==> src/rtl/core/ftpid_pkg.sv <==
// Types and constants for the fuzzy self-tuning PID controller.
// Used by fuzzy_tuned_pid_controller; depends on nothing.
`default_nettype none
package ftpid_pkg;

   typedef struct packed {
      logic [15:0] setpoint;
      logic [15:0] measured;
   } req_type;

   typedef struct packed {
      logic [9:0] drive;
      logic       heat_on;
   } rsp_type;

   localparam logic [9:0] LIMIT_RESET = 10'd200;

   // rule tables, two-bit levels, indexed [e segment][ec segment]
   typedef logic [1:0] lvl_type;

   function automatic lvl_type rom_p(input logic [2:0] e, input logic [2:0] c);
      logic [13:0] row;
      row = 14'h0;
      unique case (e)
         3'd0: row = {2'd3,2'd3,2'd3,2'd3,2'd3,2'd3,2'd3};
         3'd1: row = {2'd2,2'd2,2'd2,2'd2,2'd1,2'd2,2'd2};
         3'd2: row = {2'd1,2'd1,2'd1,2'd1,2'd1,2'd1,2'd1};
         3'd3: row = {2'd1,2'd1,2'd0,2'd1,2'd0,2'd1,2'd1};
         3'd4: row = {2'd0,2'd0,2'd1,2'd0,2'd0,2'd1,2'd0};
         3'd5: row = {2'd0,2'd1,2'd0,2'd1,2'd0,2'd0,2'd2};
         3'd6: row = {2'd3,2'd3,2'd3,2'd3,2'd3,2'd3,2'd3};
         default: row = 14'h0;
      endcase
      return (c < 3'd7) ? row[2*(6-c) +: 2] : 2'd0;
   endfunction

   function automatic lvl_type rom_i(input logic [2:0] e, input logic [2:0] c);
      lvl_type v;
      v = 2'd0;
      if (e == 3'd6) v = 2'd3;
      else if (e == 3'd5 && c == 3'd0) v = 2'd2;
      else if (e == 3'd5 && c == 3'd6) v = 2'd1;
      return v;
   endfunction

   function automatic lvl_type rom_d(input logic [2:0] e, input logic [2:0] c);
      logic [13:0] row;
      row = 14'h0;
      unique case (e)
         3'd0: row = {2'd3,2'd3,2'd3,2'd2,2'd2,2'd2,2'd2};
         3'd1: row = {2'd2,2'd2,2'd2,2'd1,2'd1,2'd1,2'd1};
         3'd2: row = {2'd1,2'd1,2'd2,2'd1,2'd1,2'd2,2'd1};
         3'd3: row = {2'd1,2'd1,2'd0,2'd1,2'd0,2'd1,2'd1};
         3'd4: row = {2'd1,2'd1,2'd0,2'd0,2'd0,2'd1,2'd1};
         3'd5: row = {2'd2,2'd2,2'd1,2'd0,2'd1,2'd1,2'd1};
         3'd6: row = {2'd3,2'd3,2'd3,2'd3,2'd2,2'd3,2'd2};
         default: row = 14'h0;
      endcase
      return (c < 3'd7) ? row[2*(6-c) +: 2] : 2'd0;
   endfunction

endpackage
`default_nettype wire

==> src/rtl/core/fuzzy_tuned_pid_controller.sv <==
// Fuzzy self-tuning PID controller, top level.
// Depends on ftpid_pkg.
//
//   channel  | ports                     | payload
//   req      | req_valid / req_ready     | req_data   (setpoint, measured)
//   rsp      | rsp_valid / rsp_ready     | rsp_data   (drive, heat_on)
//   csr      | csr_valid / csr_ready     | csr_data   (output_limit)
//
// One item runs through S_SUM, the bit-serial shift-add multiplier (three products), the
// restoring divide of the error by five, S_FUZ and the restoring divide of the I-gain
// level sum by one hundred before the next item is accepted. The result is registered
// in S_FUZ, before the divide by one hundred.
// A result waits in its output register; the next item is taken meanwhile and holds
// before its own result until the waiting one has left.
// Synchronous reset clears state, gains and the limit to 200.
`default_nettype none
module fuzzy_tuned_pid_controller
   import ftpid_pkg::*;
#(
   parameter int FRAC_BITS = 16,
   parameter int SUM_WIDTH = 32
) (
   input  wire logic    clock,
   input  wire logic    reset,
   input  wire logic    req_valid,
   output logic         req_ready,
   input  wire req_type req_data,
   output logic         rsp_valid,
   input  wire logic    rsp_ready,
   output rsp_type      rsp_data,
   input  wire logic    csr_valid,
   output logic         csr_ready,
   input  wire logic [9:0] csr_data
);

   localparam int GPW = FRAC_BITS + 5;   // gain_p width
   localparam int GIW = FRAC_BITS;       // gain_i width
   localparam int GDW = FRAC_BITS + 2;   // gain_d width
   localparam int MW  = (SUM_WIDTH > 19) ? SUM_WIDTH : 19; // multiplicand width
   localparam int AW  = MW + GPW + 3;    // accumulator width
   localparam int CW  = $clog2(AW + 2);
   localparam int SW  = FRAC_BITS + 3;   // level sum width
   localparam logic [FRAC_BITS:0] ONE = {1'b1, {FRAC_BITS{1'b0}}};

   typedef enum logic [3:0] {
      S_IDLE, S_SUM, S_MUL, S_DIV5, S_FUZ, S_DIV100, S_OUT
   } state_type;

   state_type state_ff;
   logic [9:0] limit_ff;
   logic signed [16:0] prev_ff, err_ff;
   logic signed [17:0] delta_ff;
   logic signed [SUM_WIDTH-1:0] sum_ff;
   logic [GPW-1:0] gp_ff;
   logic [GIW-1:0] gi_ff;
   logic [GDW-1:0] gd_ff;
   logic [1:0] term_ff;
   logic [CW-1:0] cnt_ff;
   logic [AW-1:0] mcand_ff;     // magnitude, shifted left each cycle
   logic [GPW-1:0] mplier_ff;   // gain, shifted right each cycle
   logic mneg_ff;
   logic signed [AW:0] acc_ff;
   logic [AW-1:0] imag_ff;      // unsigned gain*|operand| product, reused as dividend/quotient in S_DIV100
   logic [16:0] dq_ff;          // division quotient/dividend
   logic [SW+6:0] drem_ff;
   logic [2:0] rem5_ff;
   logic [SW-1:0] sp_ff, si_ff, sd_ff;
   logic rsp_valid_ff;
   rsp_type rsp_ff;

   assign req_ready = (state_ff == S_IDLE);
   assign rsp_valid = rsp_valid_ff;
   assign rsp_data  = rsp_ff;
   assign csr_ready = 1'b1;

   // error sum with saturation
   logic signed [SUM_WIDTH:0] sum_wide;
   logic signed [SUM_WIDTH-1:0] sum_sat;
   always_comb begin
      sum_wide = {sum_ff[SUM_WIDTH-1], sum_ff} + (SUM_WIDTH+1)'(err_ff);
      if (sum_wide[SUM_WIDTH] != sum_wide[SUM_WIDTH-1])
         sum_sat = sum_wide[SUM_WIDTH] ? {1'b1, {(SUM_WIDTH-1){1'b0}}}
                                       : {1'b0, {(SUM_WIDTH-1){1'b1}}};
      else
         sum_sat = sum_wide[SUM_WIDTH-1:0];
   end

   // multiplier step
   logic [AW-1:0] prod_add;
   assign prod_add = mplier_ff[0] ? mcand_ff : '0;

   // magnitude helpers
   function automatic logic [MW-1:0] mag18(input logic signed [17:0] v);
      logic [17:0] a;
      a = v[17] ? 18'(-v) : 18'(v);
      return MW'(a);
   endfunction

   logic [SUM_WIDTH-1:0] sum_mag;
   assign sum_mag = sum_ff[SUM_WIDTH-1] ? SUM_WIDTH'(-sum_ff) : SUM_WIDTH'(sum_ff);

   // fuzzy membership from quotient/remainder
   logic [2:0] pe, pc;
   logic [FRAC_BITS:0] me0, mc0;
   always_comb begin
      // e segment
      if (err_ff < -17'sd15) begin
         pe = 3'd0; me0 = ONE;
      end else if (err_ff >= 17'sd15) begin
         pe = 3'd5; me0 = '0;
      end else begin
         pe = dq_ff[2:0];
         // round((5-r)*2^F/5) as table of r: r in 0..4
         unique case (rem5_ff)
            3'd0: me0 = ONE;
            3'd1: me0 = (FRAC_BITS+1)'(((FRAC_BITS+3)'(4) << FRAC_BITS) / 5
                        + (((((FRAC_BITS+3)'(4) << FRAC_BITS) % 5) >= 3) ? 1 : 0));
            3'd2: me0 = (FRAC_BITS+1)'(((FRAC_BITS+3)'(3) << FRAC_BITS) / 5
                        + (((((FRAC_BITS+3)'(3) << FRAC_BITS) % 5) >= 3) ? 1 : 0));
            3'd3: me0 = (FRAC_BITS+1)'(((FRAC_BITS+3)'(2) << FRAC_BITS) / 5
                        + (((((FRAC_BITS+3)'(2) << FRAC_BITS) % 5) >= 3) ? 1 : 0));
            3'd4: me0 = (FRAC_BITS+1)'(((FRAC_BITS+3)'(1) << FRAC_BITS) / 5
                        + (((((FRAC_BITS+3)'(1) << FRAC_BITS) % 5) >= 3) ? 1 : 0));
            default: me0 = '0;
         endcase
      end
      // ec: integer, memberships 0 or 1
      if (delta_ff < -18'sd3) begin
         pc = 3'd0; mc0 = ONE;
      end else if (delta_ff >= 18'sd3) begin
         pc = 3'd5; mc0 = '0;
      end else begin
         pc = 3'(delta_ff + 18'sd3); mc0 = ONE;
      end
   end

   logic [SW-1:0] w0, w2;
   logic [FRAC_BITS:0] me1;
   assign me1 = ONE - me0;
   // mc0 is 0 or ONE: weights collapse to me0/me1 on one column
   logic [2:0] pcx;
   assign pcx = (mc0 == ONE) ? pc : 3'(pc + 3'd1);
   assign w0 = SW'(me0);
   assign w2 = SW'(me1);

   always_ff @(posedge clock) begin
      if (reset) begin
         state_ff <= S_IDLE;
         limit_ff <= LIMIT_RESET;
         prev_ff <= '0; sum_ff <= '0;
         gp_ff <= '0; gi_ff <= '0; gd_ff <= '0;
         rsp_valid_ff <= 1'b0;
         cnt_ff <= '0; term_ff <= '0;
      end else begin
         if (csr_valid) limit_ff <= csr_data;
         if (rsp_valid_ff && rsp_ready) rsp_valid_ff <= 1'b0;
         unique case (state_ff)
            S_IDLE: begin
               if (req_valid && req_ready) begin
                  err_ff <= 17'({1'b0, req_data.setpoint}) - 17'({1'b0, req_data.measured});
                  state_ff <= S_SUM;
               end
            end
            S_SUM: begin
               sum_ff <= sum_sat;
               delta_ff <= 18'(err_ff) - 18'(prev_ff);
               prev_ff <= err_ff;
               acc_ff <= '0;
               term_ff <= 2'd0;
               cnt_ff <= '0;
               mcand_ff <= AW'(mag18(18'(err_ff)));
               mneg_ff <= err_ff[16];
               mplier_ff <= gp_ff;
               state_ff <= S_MUL;
            end
            S_MUL: begin
               if (cnt_ff == CW'(GPW)) begin
                  cnt_ff <= '0;
                  unique case (term_ff)
                     2'd0: begin
                        acc_ff <= mneg_ff ? acc_ff - (AW+1)'(imag_ff)
                                          : acc_ff + (AW+1)'(imag_ff);
                        mcand_ff <= AW'(mag18(delta_ff));
                        mneg_ff <= delta_ff[17];
                        mplier_ff <= GPW'(gd_ff);
                     end
                     2'd1: begin
                        acc_ff <= mneg_ff ? acc_ff - (AW+1)'(imag_ff)
                                          : acc_ff + (AW+1)'(imag_ff);
                        mcand_ff <= AW'(sum_mag);
                        mneg_ff <= sum_ff[SUM_WIDTH-1];
                        mplier_ff <= GPW'(gi_ff);
                     end
                     default: begin
                        // add the gain_i*|sum| product with the sign of the sum, then start the divide by five
                        acc_ff <= mneg_ff ? acc_ff - (AW+1)'(imag_ff)
                                          : acc_ff + (AW+1)'(imag_ff);
                        dq_ff <= 17'(err_ff + 17'sd15);
                        drem_ff <= '0; rem5_ff <= '0;
                        state_ff <= S_DIV5;
                     end
                  endcase
                  imag_ff <= '0;
                  term_ff <= term_ff + 2'd1;
               end else begin
                  if (cnt_ff == '0) imag_ff <= prod_add;
                  else imag_ff <= imag_ff + prod_add;
                  mcand_ff <= mcand_ff << 1;
                  mplier_ff <= mplier_ff >> 1;
                  cnt_ff <= cnt_ff + CW'(1);
               end
            end
            S_DIV5: begin
               // restoring divide of (err+15) by 5, one bit per cycle
               if (cnt_ff == CW'(17)) begin
                  state_ff <= S_FUZ;
               end else begin
                  if ({rem5_ff, dq_ff[16]} >= 4'd5) begin
                     rem5_ff <= 3'({rem5_ff, dq_ff[16]} - 4'd5);
                     dq_ff <= {dq_ff[15:0], 1'b1};
                  end else begin
                     rem5_ff <= {rem5_ff[1:0], dq_ff[16]};
                     dq_ff <= {dq_ff[15:0], 1'b0};
                  end
                  cnt_ff <= cnt_ff + CW'(1);
               end
            end
            S_FUZ: begin
               // holds while the previous result still waits
               if (!rsp_valid_ff) begin
                  begin : drive_out
                     logic signed [AW:0] u;
                     logic [AW:0] ua;
                     logic neg;
                     neg = acc_ff[AW];
                     ua = neg ? (AW+1)'(-acc_ff) : (AW+1)'(acc_ff);
                     ua = ua >> FRAC_BITS;
                     u = neg ? -$signed(ua) : $signed(ua);
                     rsp_ff.heat_on <= !u[AW];
                     rsp_ff.drive <= (ua > (AW+1)'(limit_ff)) ? limit_ff : 10'(ua);
                  end
                  rsp_valid_ff <= 1'b1;
                  sp_ff <= w0 * SW'(rom_p(pe, pcx)) + w2 * SW'(rom_p(3'(pe + 3'd1), pcx));
                  si_ff <= w0 * SW'(rom_i(pe, pcx)) + w2 * SW'(rom_i(3'(pe + 3'd1), pcx));
                  sd_ff <= w0 * SW'(rom_d(pe, pcx)) + w2 * SW'(rom_d(3'(pe + 3'd1), pcx));
                  cnt_ff <= '0;
                  state_ff <= S_DIV100;
               end
            end
            S_DIV100: begin
               // (si+50)/100 restoring, one bit per cycle
               if (cnt_ff == '0) begin
                  drem_ff <= '0;
                  imag_ff <= AW'(si_ff + SW'(50));
                  cnt_ff <= cnt_ff + CW'(1);
               end else if (cnt_ff == CW'(SW + 1)) begin
                  gp_ff <= GPW'({sp_ff, 3'b000});
                  gd_ff <= GDW'(sd_ff);
                  gi_ff <= GIW'(imag_ff[SW-1:0]);
                  state_ff <= S_IDLE;
               end else begin
                  if ({drem_ff[SW+5:0], imag_ff[SW-1]} >= (SW+7)'(100)) begin
                     drem_ff <= {drem_ff[SW+5:0], imag_ff[SW-1]} - (SW+7)'(100);
                     imag_ff <= {imag_ff[AW-2:0], 1'b1};
                  end else begin
                     drem_ff <= {drem_ff[SW+5:0], imag_ff[SW-1]};
                     imag_ff <= {imag_ff[AW-2:0], 1'b0};
                  end
                  cnt_ff <= cnt_ff + CW'(1);
               end
            end
            default: state_ff <= S_IDLE;
         endcase
      end
   end

   a_drive_le_limit: assert property (@(posedge clock) disable iff (reset)
      rsp_valid |-> rsp_data.drive <= limit_ff) else $error("drive above limit");
   a_no_accept_busy: assert property (@(posedge clock) disable iff (reset)
      state_ff != S_IDLE |-> !req_ready) else $error("ready while busy");
   a_rsp_hold: assert property (@(posedge clock) disable iff (reset)
      rsp_valid && !rsp_ready |=> rsp_valid) else $error("result dropped");

endmodule
`default_nettype wire

==> config.mk <==
export PLATFORM = sky130hd
export DESIGN_NAME = fuzzy_tuned_pid_controller
export DESIGN_NICKNAME = d
export VERILOG_FILES = /design/src/rtl/core/ftpid_pkg.sv /design/src/rtl/core/fuzzy_tuned_pid_controller.sv
export SDC_FILE = /design/constraint.sdc
export NUM_CORES = 2
export LEC_CHECK = 0
export BUFFER_PORTS_ARGS = -buffer_cell sky130_fd_sc_hd__buf_4
export CAP_MARGIN = 15
export CORE_ASPECT_RATIO = 1.5
export CORE_MARGIN = 2
export CORE_UTILIZATION = 39
export DETAILED_ROUTE_END_ITERATION = 10
export GPL_TIMING_DRIVEN = 0
export HOLD_SLACK_MARGIN = 0.1
export REMOVE_ABC_BUFFERS = 1
export SYNTH_ARGS = -nofsm -noshare
export SYNTH_HDL_FRONTEND = slang
export SYNTH_SLANG_ARGS = --single-unit
==> constraint.sdc <==
create_clock -name clock -period 12.8 [get_ports clock]
set_input_delay 1.92 -clock clock [delete_from_list [all_inputs] [get_ports clock]]
set_output_delay 1.92 -clock clock [all_outputs]
set_load 0.005 [all_outputs]
==> flow_summary.toml <==
[timing]
setup_viol = 0
max_slew_margin_pct = 24.40
worst_pin_slew_ns = 1.125
hold_viol = 0
timing.fmax_mhz = 101.2
finalCriticalPeriod_ns = 9.886
slew_viol_final = 0
holdWs_ns = 0.4523
period_share_pct = 77.23
rsz0062_at_grt = "no"
fin_skew_ns = 0.05275

[power]
total_leakage_power_nw = 16.63
powerDensity_mw_per_mm2 = 174.0
ir_worst_vdd_mv = 0.1192

[detailed_routing]
drtIter0Drc = 1644
viasPerCell = 5.533
ant_nets = 0
met2_length_microns = 54130
drt-met1-wl_microns = 39870
top_layer = "met4"
drc = 0
post_drt_wl_per_cell_microns = 18.11
routed_wl_microns = 102400
vias = 31280
drtPass1Iterations = 5
wl_met3_microns = 3247

[yosys]
ys_warn_count = 0
ys_types = 81
ys_seq_area_share_pct = 33.46
synth_top_area_share_pct = 26.92
postSynthAreaPerCell_sq_um = 8.570
ys_async_sr_fraction_pct = 0
synth_most_common_cell = "a21oi_1"
ys_ff_latch = 460
synth_edf_count = 337
synthTopCellsByCount = "435 x a21oi_1, 433 x nor2_1, 429 x nand2_1"
synth.area.top_cells = "edfxtp_1 27%, ha_1 8.7%, dfxtp_1 6.5%"
syn-cell-area_sq_mm = 0.03760
yosys.area.top_type = "edfxtp_1"
synth_ff_type = "edfxtp_1"
synthesis.instances = 4387

[layout]
antenna_cells = 0
nets = 4741
final_util_pct = 43.54
multiInputGateArea_sq_mm = 0.02333
final-seq-area_sq_mm = 0.01258
area_delta_synth_final_pct = 10.76
layout-drive-gt1-share_pct = 6.182
nFillCells = 9458

[floorplanning]
start_util_pct = 39.31
coreArea_sq_mm = 0.09565
die_height_microns = 384.3
placementRows = 139
ios = 61
dieArea_sq_mm = 0.09896
die_w_microns = 257.5

[cts]
post_cts_buffers = 0
h-tree-depth = 2
postCtsHoldBufs = 0
cts_buffer_depth = 3
clock_latency_ns = 0.66
cts-buffers-inserted = 50
cts_resized = 0
cts_root_buffer = "clkbuf_16"
tritoncts = "done"
path_clk_slew_ns = 0.06
cts_sinks = 460

[grt]
grt_max_degree = 83
antenna_found_initial = 0
grt_pass1_vias = 30990
track_usage_pct = 20.45
grt_overflow = 0
grt_pass1_wl_microns = 163900

[worst_setup_path]
required_ns = 13.16
cp_max_fo = 13
r2r_start = "err_ff[9]"
critPathLaunchType = "register"
critPathArrivalTime_ns = 10.24
cp-startpoint = "err_ff[9]"
path_class = "register to register"
crit_path_end_kind = "register"
cpPeakStageDelay_ns = 0.82
cp_slowest_cell = "nor2b_1"

[hold_path]
hp-class = "register to register"
hp-start = "gd_ff[16]"

[place]
hpwl_microns = 78080
globalplace.congestion = 0.9197
port_buffers = 59

[flow_run]
max-cap-violations = 0

[status]
status = "complete, no violations"
## cells by family (layout without fill, tap and decap cells)
kind of cell | count (synthesis) | in the layout | share of synthesized area, %
other | 1 | 1 | 0.009974
AND/OR/NAND/NOR | 1440 | 1440 | 18.09
flip-flops | 460 | 460 | 33.46
XOR/XNOR | 368 | 368 | 8.609
AO/OA/AOI/OAI | 1239 | 1239 | 20.25
buffers and inverters | 482 | 479 | 4.835
multiplexers | 41 | 41 | 1.128
adder cells (fa/ha/maj) | 356 | 356 | 13.62
## power breakdown
part	internal, mW	leakage [nW]	total [mW]	switching [mW]
clock	0.942	0.911	1.61	0.664
sequential	1.94	4.13	2.26	0.323
combinational	1.37	11.6	3.38	2.01
## worst max-delay path, delay by kind of cell, from the launching register on
kind                     cells  cell delay [ns]
AND/OR/NAND/NOR             10             2.79
AO/OA/AOI/OAI               13             2.56
adder cells (fa/ha/maj)      5             2.36
multiplexers                 1             0.81
flip-flops                   1             0.67
buffers and inverters        2             0.27
XOR/XNOR                     1             0.13
## metal layers
metal / up-vias / GRT usage [%]
met5: - / 0
met3: 230 / 1.951
li1: 15570 / -
met2: 619 / 39.32
met1: 14860 / 22.18
met4: 0 / 9.966
## flip-flops by register name, indices dropped and copies added, names as in the netlist, 6 cells and up
register	flops
acc_ff	57
imag_ff	56
mcand_ff	56
sum_ff	32
drem_ff	25
mplier_ff	21
si_ff	19
delta_ff	18
gd_ff	18
gp_ff	18
sd_ff	18
sp_ff	18
dq_ff	17
err_ff	17
prev_ff	17
gi_ff	16
rsp_data	11
limit_ff	10
cnt_ff	6
## placed cells by master, fill, tap and decap left out, types with 90 or more instances in the layout
| master | n |
|---|---|
| fa_1 | 90 |
| edfxtp_1 | 337 |
| ha_1 | 261 |
| xor2_1 | 130 |
| nand2_1 | 427 |
| nor2_1 | 431 |
| inv_1 | 273 |
| xnor2_1 | 236 |
| o21ai_0 | 288 |
| a21oi_1 | 433 |
| dfxtp_1 | 123 |
## final timing paths
kind	endpoint	slack, ns	cells after the start
hold reg to reg	gd_ff[16]	0.45	2
setup reg to reg	sp_ff[17]	2.91	32
hold / removal	gd_ff[16]	0.45	2
setup / recovery	sp_ff[17]	2.91	32
## cell type report
class | count | share of cell area (%)
Multi-Input combinational cell | 3445 | 56.03
Sequential cell | 460 | 30.21
Clock buffer | 75 | 3.879
Tap cell | 1269 | 3.813
Timing Repair Buffer | 111 | 3.053
Inverter | 274 | 2.470
Clock inverter | 19 | 0.5408
## per-stage QoR
step / worst slack, ns / area, sq um / total power [mW] / setup TNS (ns) / std cells
after global routing: 2.212 / 41640 / 7.763 / 0 / 5653
after floorplan: 3.424 / 36810 / 4.658 / 0 / 4179
final: 2.914 / 41640 / 7.247 / 0 / 5653
after global placement: -1.762 / 38840 / 5.523 / -133.40 / 5507
after detailed placement: 3.070 / 39740 / 5.626 / 0 / 5553
after CTS: 2.980 / 41580 / 7.252 / 0 / 5647
Note: power is estimated with default switching activity, not from simulation.
